<file path="src/rtl/sppe_pkg.sv">
// ----------------------------------------------------------------------------
// sppe_pkg
// Shared widths, register indexes, reset values and control types for the
// stereo ping-pong echo.
// ----------------------------------------------------------------------------
package sppe_pkg;

  localparam int IN_W      = 24;  // input sample width
  localparam int OUT_W     = 26;  // output sample width
  localparam int OFF_W     = 18;  // delay offset register width
  localparam int GAIN_W    = 17;  // feedback gain register width (Q1.16)
  localparam int CFG_IDX_W = 2;
  localparam int CFG_W     = 18;

  localparam logic [OFF_W-1:0]  OFFSET_RESET = 18'd65536;
  localparam logic [GAIN_W-1:0] GAIN_RESET   = 17'd32768;

  // 0.7 in Q0.16
  localparam logic [15:0] DRY_GAIN = 16'd45875;

  typedef enum logic [CFG_IDX_W-1:0] {
    REG_DELAY_OFFSET  = 2'd0,
    REG_FEEDBACK_GAIN = 2'd1
  } cfg_reg_e;

  // Reasons the datapath must not take a request
  typedef struct packed {
    logic clear;     // echo store clearing pass running
    logic cfg_busy;  // offset reduction running
  } hold_t;

  // Echo store port strobes
  typedef struct packed {
    logic re;
    logic we;
  } mem_ctl_t;

endpackage

</file>
<file path="src/rtl/sppe_dp.sv">
// ----------------------------------------------------------------------------
// sppe_dp
// Per-sample sequencer and arithmetic: three store reads, dry and feedback
// products, two saturated write-backs, and a two-entry result buffer.
// ----------------------------------------------------------------------------
module sppe_dp #(
  parameter int DEPTH = 131072,
  parameter int SB    = 24
) (
  input  logic                                clk_i,
  input  logic                                rst_ni,
  input  sppe_pkg::hold_t                     hold_i,
  input  logic                                in_valid_i,
  output logic                                in_stall_o,
  input  logic signed [sppe_pkg::IN_W-1:0]    in_sample_i,
  output logic                                out_valid_o,
  input  logic                                out_stall_i,
  output logic signed [sppe_pkg::OUT_W-1:0]   left_sample_o,
  output logic signed [sppe_pkg::OUT_W-1:0]   right_sample_o,
  output logic                                take_o,
  input  logic [sppe_pkg::GAIN_W-1:0]         gain_i,
  input  logic [$clog2(DEPTH)-1:0]            rp_i,
  input  logic [$clog2(DEPTH)-1:0]            wl_i,
  input  logic [$clog2(DEPTH)-1:0]            wr_i,
  output sppe_pkg::mem_ctl_t                  mem_o,
  output logic [$clog2(DEPTH)-1:0]            raddr_o,
  output logic [$clog2(DEPTH)-1:0]            waddr_o,
  output logic [SB-1:0]                       wdata_o,
  input  logic [SB-1:0]                       rdata_i
);

  import sppe_pkg::*;

  localparam int AW      = $clog2(DEPTH);
  localparam int PR_W    = SB + GAIN_W + 1;
  localparam int ACC_W   = PR_W + 1;
  localparam int DRY_PW  = IN_W + 17;
  localparam int O_W     = ((SB > IN_W) ? SB : IN_W) + 2;
  localparam logic signed [ACC_W-1:0] W_MAX = ACC_W'((longint'(1) <<< (SB - 1)) - 1);
  localparam logic signed [ACC_W-1:0] W_MIN = ACC_W'(-(longint'(1) <<< (SB - 1)));
  localparam logic signed [O_W-1:0]   O_MAX = O_W'((longint'(1) <<< (OUT_W - 1)) - 1);
  localparam logic signed [O_W-1:0]   O_MIN = O_W'(-(longint'(1) <<< (OUT_W - 1)));
  localparam logic signed [PR_W-1:0]   RND16 = PR_W'(32768);
  localparam logic signed [PR_W-1:0]   RND17 = PR_W'(65536);
  localparam logic signed [DRY_PW-1:0] RND_DRY = DRY_PW'(32768);

  function automatic logic [SB-1:0] sat_word(input logic signed [ACC_W-1:0] v);
    logic signed [ACC_W-1:0] r;
    r = v;
    if (v > W_MAX) r = W_MAX;
    if (v < W_MIN) r = W_MIN;
    return r[SB-1:0];
  endfunction

  function automatic logic [OUT_W-1:0] sat_out(input logic signed [O_W-1:0] v);
    logic signed [O_W-1:0] r;
    r = v;
    if (v > O_MAX) r = O_MAX;
    if (v < O_MIN) r = O_MIN;
    return r[OUT_W-1:0];
  endfunction

  // stage valids: s1..s3 front reads, s4..s5 right write-back tail
  logic s1_q, s2_q, s3_q, s4_q, s5_q;
  logic [1:0] n_q;  // requests in flight plus results buffered

  logic signed [IN_W-1:0]  x_q, t_x_q, dry_q;
  logic [AW-1:0]           rp_s_q, wl_s_q, wr_s_q, t_wr_q;
  logic                    t_same_q;
  logic signed [SB-1:0]    tap_q, oldl_q, oldr_q, lnew_q;
  logic signed [PR_W-1:0]  prodl_q, prodr_q;
  logic                    fwd_q;
  logic [SB-1:0]           fwd_data_q;

  logic                    can_take, pop;
  logic signed [SB-1:0]    rd_word;
  logic signed [GAIN_W:0]  gain_s;
  logic signed [16:0]      dry_k;
  logic signed [DRY_PW-1:0] dry_prod;
  logic signed [ACC_W-1:0] acc_l, acc_r;
  logic [SB-1:0]           left_new, right_new;
  logic signed [O_W-1:0]   sum_l, sum_r;
  logic signed [SB-1:0]    oldr_eff;

  logic [OUT_W-1:0] ob_l_q [2];
  logic [OUT_W-1:0] ob_r_q [2];
  logic             ob_wp_q, ob_rp_q;
  logic [1:0]       ob_cnt_q;

  assign can_take   = !hold_i.clear && !hold_i.cfg_busy && !s1_q && !s2_q && !s3_q
                      && (n_q < 2'd2);
  assign in_stall_o = !can_take;
  assign take_o     = in_valid_i && can_take;
  assign pop        = out_valid_o && !out_stall_i;

  assign rd_word  = fwd_q ? $signed(fwd_data_q) : $signed(rdata_i);
  assign gain_s   = $signed({1'b0, gain_i});
  assign dry_k    = $signed({1'b0, DRY_GAIN});
  assign dry_prod = x_q * dry_k;

  // read port: read tap, left slot, right slot on consecutive cycles
  always_comb begin
    mem_o.re = 1'b0;
    raddr_o  = rp_i;
    if (take_o) begin
      mem_o.re = 1'b1;
    end else if (s1_q) begin
      mem_o.re = 1'b1;
      raddr_o  = wl_s_q;
    end else if (s2_q) begin
      mem_o.re = 1'b1;
      raddr_o  = wr_s_q;
    end
  end

  assign acc_l    = ACC_W'(x_q) + ACC_W'((prodl_q + RND16) >>> 16);
  assign acc_r    = ACC_W'(t_x_q) + ACC_W'((prodr_q + RND17) >>> 17);
  assign left_new  = sat_word(acc_l);
  assign right_new = sat_word(acc_r);

  // write port: left slot at s3, right slot at s5, never together
  always_comb begin
    mem_o.we = s3_q || s5_q;
    waddr_o  = s5_q ? t_wr_q : wl_s_q;
    wdata_o  = s5_q ? right_new : left_new;
  end

  assign sum_l = O_W'(dry_q) + O_W'(tap_q) + O_W'(oldl_q);
  assign sum_r = O_W'(dry_q) + O_W'(tap_q) + O_W'(rd_word);

  // right slot sees the fresh left word when both pointers coincide
  assign oldr_eff = t_same_q ? lnew_q : oldr_q;

  always_ff @(posedge clk_i or negedge rst_ni) begin
    if (!rst_ni) begin
      s1_q  <= 1'b0;
      s2_q  <= 1'b0;
      s3_q  <= 1'b0;
      s4_q  <= 1'b0;
      s5_q  <= 1'b0;
      n_q   <= '0;
      fwd_q <= 1'b0;
    end else begin
      s1_q  <= take_o;
      s2_q  <= s1_q;
      s3_q  <= s2_q;
      s4_q  <= s3_q;
      s5_q  <= s4_q;
      n_q   <= n_q + {1'b0, take_o} - {1'b0, pop};
      fwd_q <= mem_o.re && mem_o.we && (raddr_o == waddr_o);
    end
  end

  always_ff @(posedge clk_i) begin
    fwd_data_q <= wdata_o;
    if (take_o) begin
      x_q    <= in_sample_i;
      rp_s_q <= rp_i;
      wl_s_q <= wl_i;
      wr_s_q <= wr_i;
    end
    if (s1_q) begin
      // the previous right write-back may land now; take it when it hits the tap
      tap_q <= (s5_q && (rp_s_q == t_wr_q)) ? $signed(right_new) : rd_word;
      dry_q <= IN_W'((dry_prod + RND_DRY) >>> 16);
    end
    if (s2_q) begin
      oldl_q  <= rd_word;
      prodl_q <= rd_word * gain_s;
    end
    if (s3_q) begin
      oldr_q   <= rd_word;
      lnew_q   <= left_new;
      t_x_q    <= x_q;
      t_wr_q   <= wr_s_q;
      t_same_q <= (wl_s_q == wr_s_q);
    end
    if (s4_q) begin
      prodr_q <= oldr_eff * gain_s;
    end
  end

  // result buffer
  always_ff @(posedge clk_i or negedge rst_ni) begin
    if (!rst_ni) begin
      ob_wp_q  <= 1'b0;
      ob_rp_q  <= 1'b0;
      ob_cnt_q <= '0;
    end else begin
      if (s3_q) ob_wp_q <= !ob_wp_q;
      if (pop)  ob_rp_q <= !ob_rp_q;
      ob_cnt_q <= ob_cnt_q + {1'b0, s3_q} - {1'b0, pop};
    end
  end

  always_ff @(posedge clk_i) begin
    if (s3_q) begin
      ob_l_q[ob_wp_q] <= sat_out(sum_l);
      ob_r_q[ob_wp_q] <= sat_out(sum_r);
    end
  end

  assign out_valid_o    = (ob_cnt_q != '0);
  assign left_sample_o  = $signed(ob_l_q[ob_rp_q]);
  assign right_sample_o = $signed(ob_r_q[ob_rp_q]);

endmodule

</file>
<file path="config.mk">
export PLATFORM = sky130hd
export DESIGN_NAME = sppe_dp
export DESIGN_NICKNAME = d
export VERILOG_FILES = /design/src/rtl/sppe_pkg.sv /design/src/rtl/sppe_dp.sv
export SDC_FILE = /design/constraint.sdc
export NUM_CORES = 2
export LEC_CHECK = 0
export BUFFER_PORTS_ARGS = -buffer_cell sky130_fd_sc_hd__buf_2
export CORE_MARGIN = 2
export CORE_UTILIZATION = 35
export DETAILED_ROUTE_END_ITERATION = 7
export PLACE_DENSITY_LB_ADDON = 0.2
export SYNTH_ARGS = -nofsm -noshare
export SYNTH_HDL_FRONTEND = slang
export SYNTH_SLANG_ARGS = --single-unit
</file>
<file path="constraint.sdc">
create_clock -name clk_i -period 7.01 [get_ports clk_i]
set_input_delay 0.701 -clock clk_i [delete_from_list [all_inputs] [get_ports clk_i]]
set_output_delay 0.701 -clock clk_i [all_outputs]
set_load 0.01 [all_outputs]
</file>
Word-level counts from Yosys, hierarchy flattened
Memories as Yosys holds them, arrays and structs flattened.
Cells that the tools add are included.
{"block": "totals", "ramBits": 104, "output_inout_bits": 115, "in_bits": 122, "memories": 2, "ff_bits": 357}
{"block": "op_classes", "magnitude_cmp": 9, "reduce_logical": 21, "muxes": 23, "mul": 3, "eq_ne": 3, "add_sub_neg": 12}
{"memory": "ob_l_q", "words": 2, "word_bits": 26, "read_ports": 1, "rd_clocked_by_memory_dff": 0, "wr": 1, "line": "sppe_dp.sv:85", "source": "logic [OUT_W-1:0] ob_l_q [2];"}
{"memory": "ob_r_q", "words": 2, "word_bits": 26, "read_ports": 1, "rd_clocked_by_memory_dff": 0, "wr": 1, "line": "sppe_dp.sv:86", "source": "logic [OUT_W-1:0] ob_r_q [2];"}
{"op": "two-way mux 24 bit", "n": 8}
{"op": "two-way mux 26 bit", "n": 6}
{"op": "multiplier 24 x 18 -> 42 bit", "n": 2}
{"op": "two-way mux 17 bit", "n": 4}
{"op": "adder 25 x 24 -> 26 bit", "n": 2}
{"op": "greater-than comparator 26 bit, second input constant", "n": 2}
{"op": "less-than comparator 26 bit, second input constant", "n": 2}
{"op": "== test 17 bit", "n": 3}
{"op": "adder 42 x 17 -> 43 bit, second input constant", "n": 1}
{"op": "adder 42 x 18 -> 43 bit, second input constant", "n": 1}
{"op": "adder 40 x 17 -> 40 bit, second input constant", "n": 1}
{"op": "multiplier 24 x 17 -> 40 bit, second input constant", "n": 1}
{"op": "adder 24 x 27 -> 28 bit", "n": 1}
{"op": "greater-than comparator 28 x 24 -> 1 bit, second input constant", "n": 1}
{"op": "less-than comparator 28 x 24 -> 1 bit, second input constant", "n": 1}
{"op": "adder 24 x 26 -> 27 bit", "n": 1}
{"op": "greater-than comparator 27 x 24 -> 1 bit, second input constant", "n": 1}
{"op": "less-than comparator 27 x 24 -> 1 bit, second input constant", "n": 1}
{"op": "adder 24 x 24 -> 25 bit", "n": 1}
{"op": "logical AND 1 bit", "n": 10}
{"op": "logical NOT 1 bit", "n": 9}
{"op": "two-way mux 1 bit", "n": 5}
{"op": "adder 2 x 1 -> 2 bit", "n": 2}
{"op": "subtractor 2 x 1 -> 2 bit", "n": 2}
{"op": "3 further kinds", "n": 3}

Logic depth before layout (Yosys ltp)
{"block": "logic_depth", "ltp_word": 10, "mapped_depth": 28, "depth_no_buf": 25}

Least setup slack after synthesis
OpenSTA, ideal clock, no wires.
{"block": "synth_path", "path_type": "register to register", "startpoint": "reg fwd_q", "endpoint": "reg prodl_q[41], data pin", "path_stages_with_launch": 26, "t_required_ns": 6.750, "n_path_buf": 3, "path_slack_ns": -0.477, "arrival_ns": 7.227, "path_cell_list": "dfrtp_1 clkbuf_1 clkbuf_1 mux2_1 clkbuf_1 nand2_1 fa_1 fa_1 fa_1 inv_1 fa_1 fa_1 inv_1 fa_1 inv_1 ha_1 a211oi_1 nand3_1 a211oi_1 a211oi_1 o21ai_0 o31ai_1 o41ai_1 o221ai_1 a21oi_1 xnor2_1"}
{"block": "synth_via", "elab_chain_cells": 2}
{"element": "start: declaration", "line": "sppe_dp.sv:72", "source": "logic fwd_q;"}
{"element": "start signal: assignment", "line": "sppe_dp.sv:150", "source": "fwd_q <= mem_o.re && mem_o.we && (raddr_o == waddr_o);"}
{"element": "two-way mux 24 bit", "line": "sppe_dp.sv:96", "source": "assign rd_word = fwd_q ? $signed(fwd_data_q) : $signed(rdata_i);"}
{"element": "named net rd_word[14]", "line": "sppe_dp.sv:76", "source": "logic signed [SB-1:0] rd_word;"}
{"element": "multiplier 24 x 18 -> 42 bit", "line": "sppe_dp.sv:169", "source": "prodl_q <= rd_word * gain_s;"}
{"element": "end signal: assignment", "line": "sppe_dp.sv:169"}
{"element": "end: declaration", "line": "sppe_dp.sv:71", "source": "logic signed [PR_W-1:0] prodl_q, prodr_q;"}
The timed path passes the listed nets, and every way through them passes these cells.
A chain may end at the register's enable or synchronous reset.

Worst setup path after layout
{"block": "layout_path", "startpoint": "reg fwd_q", "endpoint": "reg prodl_q[32], data pin"}
{"block": "layout_via", "elab_chain_cells": 2}
{"element": "two-way mux 24 bit", "line": "sppe_dp.sv:96"}
{"element": "multiplier 24 x 18 -> 42 bit", "line": "sppe_dp.sv:169"}
Every way passes these cells.

==> results.sh <==
export IMPL_final_common_cell="inv_1"
export IMPL_min_delay_path_class="in2async"
export IMPL_cts_tree="built"
export IMPL_clockRootBuffer="clkbuf_16"
export IMPL_viasPerCell=4.78
export IMPL_antenna_found_initial=9
export IMPL_h_tree_depth=2
export IMPL_num_vias=41000
export IMPL_synth_cell_type_count=72
export IMPL_clkLatencyLatePin_ps=630
export IMPL_clk_path_buf_depth=3
export IMPL_areaGrowthSynthToFinish_pct=18.3
export IMPL_pin_count=237
export IMPL_met2_usage=0.335
export IMPL_period_minus_slack_ps=7150
export IMPL_synth_area_um2=57600
export IMPL_busiest_layer="met2"
export IMPL_crit_start="fwd_q"
export IMPL_gp_congestion=0.905
export IMPL_syn_avg_cell_area_um2=10.1
export IMPL_async_flop_share=0.0279
export IMPL_dp_hpwl_um=140000
export IMPL_wire_per_inst_um=19.3
export IMPL_mostFrequentLayoutCells="1276 x inv_1, 940 x fa_1, 522 x nand2_1"
export IMPL_drive_above_1_share=0.180
export IMPL_grt_overflow_total=0
export IMPL_crit_slowest_cell="fa_1"
export IMPL_grt_pass1_wl_um=256000
export IMPL_synth_edf_count=394
export IMPL_start_util=0.353
export IMPL_rsz0062_at_grt="yes"
export IMPL_hold_violations=0
export IMPL_clk_pin_slew_ps=70
export IMPL_grtUsageMet3=0.0188
export IMPL_slew_viol_final=0
export IMPL_cp_max_fo=13
export IMPL_remaining_drc_errors=0
export IMPL_failed_checks="setup timing"
export IMPL_status="finished, violations left"
export IMPL_fp_row_count=148
export IMPL_cts_made_buffers=48
export IMPL_drt_initial_drc_count=2573
export IMPL_r2r_start="fwd_q"
export IMPL_portBuffers=236
export IMPL_grt_use_total=0.200
export IMPL_die_area_um2=168000
export IMPL_synth_ff_type="edfxtp_1"
export IMPL_worst_path_largest_cell_delay_ps=560
export IMPL_endpoint_kind="flop"
export IMPL_worst_pin_slew_ps=1070
export IMPL_finalSetupViolCount=14
export IMPL_ys_warn_count=0
export IMPL_yosysSeqAreaShare=0.219
export IMPL_slew_headroom=0.281
export IMPL_start_kind="flop"
export IMPL_finalWirelength_um=165000
export IMPL_drtAntennaViolNets=0
export IMPL_fp_dieH_um=410
export IMPL_core_area_um2=163000
export IMPL_grt_max_degree=64
export IMPL_hold_buffers=0
export IMPL_synth_nets=7245
export IMPL_ys_ff_latch=430
export IMPL_drtPass1Iterations=7
export IMPL_synthesis_instances=5689
export IMPL_cts_sinks=430
export IMPL_critPathKind="reg2reg"
export IMPL_fin_ws_ps=-136
export IMPL_die_w_um=410
export IMPL_cp_arrival_ps=7510
export IMPL_post_route_period_util=1.02
export IMPL_maxCapViolCount=0
export IMPL_path_common_cell="fa_1"
export IMPL_cp_required_ps=7370
export IMPL_grt_use_met1=0.280
export IMPL_grt_pass1_vias=42600
export IMPL_place_ws_ps=-709
export IMPL_skew_ps=24.5
export IMPL_fmax_mhz=140
export IMPL_nets=7916
## critical path, delay by kind of cell, from the launching register on
kind,cells,cell delay [ps]
AOI/OAI and AO/OA,6,1140
buffers and inverters,6,660
xor gates and xnor gates,1,150
adders and majority gates,7,3270
DFF,1,450
and+or+nand+nor,4,800
muxes,1,330
## state kept, by name, summed over array words and instances (netlist names), 17 cells and up
register    flops
oldr_q         24
tap_q          24
ob_r_q         52
prodl_q        27
x_q            24
t_wr_q         17
lnew_q         24
dry_q          24
wr_s_q         17
rp_s_q         17
t_x_q          24
fwd_data_q     24
ob_l_q         52
wl_s_q         17
prodr_q        26
oldl_q         24
## worst paths after layout
kind | to | slack [ps] | depth (start not counted)
max | prodl_q[32] | -140 | 25
max reg2reg | prodl_q[32] | -140 | 25
min reg2reg | ob_cnt_q[1] | 460 | 1
min | n_q[0] | 50 | 1
min in group clk_i | wr_s_q[9] | 240 | 1
max in group asynchronous | s2_q | 6560 | 1
## final cells by class
| cell class | instances | area, µm² |
|---|---|---|
| antenna | 6 | 15.0 |
| clock buffer | 62 | 1340 |
| clock inverter | 28 | 332 |
| fill | 16000 | 95000 |
| inverter | 1307 | 4920 |
| multi-input combinational | 3778 | 40300 |
| sequential | 430 | 12600 |
| tap | 2175 | 2720 |
| timing repair buffer | 795 | 5920 |
## metrics by stage
step	TNS (ps)	hold WS (ps)	instances	util	area [µm²]
3_3_place_gp	-10240	455	8418	0.398	65000
5_1_grt	-7510	54.3	8575	0.418	68100
3_5_place_dp	-10010	458	8418	0.398	65000
2_1_floorplan	-4.87	405	5689	-	57700
4_1_cts	-374	44.0	8554	0.415	67700
6_report	-865	49.3	8581	0.418	68100
## layer usage
layer,vias to the layer above,share of wire
met5,-,0.00013
met3,145,0.043
met1,20900,0.45
met2,911,0.48
li1,19100,-
met4,4,0.025
## cell usage after synthesis (7+ instances only)
| cell | number | share of area |
|---|---|---|
| a2111oi_0 | 7 | 0.0011 |
| a211oi_1 | 19 | 0.0025 |
| a21o_1 | 68 | 0.0089 |
| a21oi_1 | 157 | 0.014 |
| a31oi_1 | 22 | 0.0024 |
| and2_1 | 406 | 0.044 |
| and3_1 | 29 | 0.0031 |
| buf_1 | 12 | 0.00078 |
| buf_2 | 10 | 0.00087 |
| clkbuf_1 | 152 | 0.0099 |
| dfrtp_1 | 12 | 0.0052 |
| dfxtp_1 | 24 | 0.0083 |
| edfxtp_1 | 394 | 0.21 |
| fa_1 | 965 | 0.34 |
| ha_1 | 469 | 0.10 |
| inv_1 | 1307 | 0.085 |
| mux2_2 | 98 | 0.019 |
| mux2i_1 | 35 | 0.0061 |
| nand2_1 | 523 | 0.034 |
| nand2b_1 | 26 | 0.0028 |
| nand3_1 | 58 | 0.0050 |
| nand4_1 | 31 | 0.0034 |
| nor2_1 | 184 | 0.012 |
| nor2b_1 | 41 | 0.0045 |
| nor3_1 | 38 | 0.0033 |
| nor4_1 | 11 | 0.0012 |
| o211ai_1 | 10 | 0.0013 |
| o21a_1 | 22 | 0.0029 |
| o21ai_0 | 92 | 0.0080 |
| o21bai_1 | 20 | 0.0026 |
| o22ai_1 | 49 | 0.0053 |
| o31ai_1 | 11 | 0.0014 |
| or2_2 | 8 | 0.00087 |
| or3_1 | 8 | 0.00087 |
| xnor2_1 | 205 | 0.031 |
| xor2_1 | 86 | 0.013 |
## repair_timing
action | CTS | global route
cloned | 2 | 0
endpoints found under the setup margin | 31 | 56
pin swaps | 106 | 59
resized for setup | 141 | 98
buffers inserted | 47 | 26
## logic make-up after synthesis
family	count (synthesis)	share of synthesized area
simple gates	1385	0.118
flops	430	0.219
buf+inv	1481	0.0967
mux	137	0.0260
xor+xnor	291	0.0442
compound gates	531	0.0587
fa+ha+maj	1434	0.437
Power is left out: the tool's default activity adds up to more than one toggle a clock period on the data nets, which glitch-free logic cannot reach.
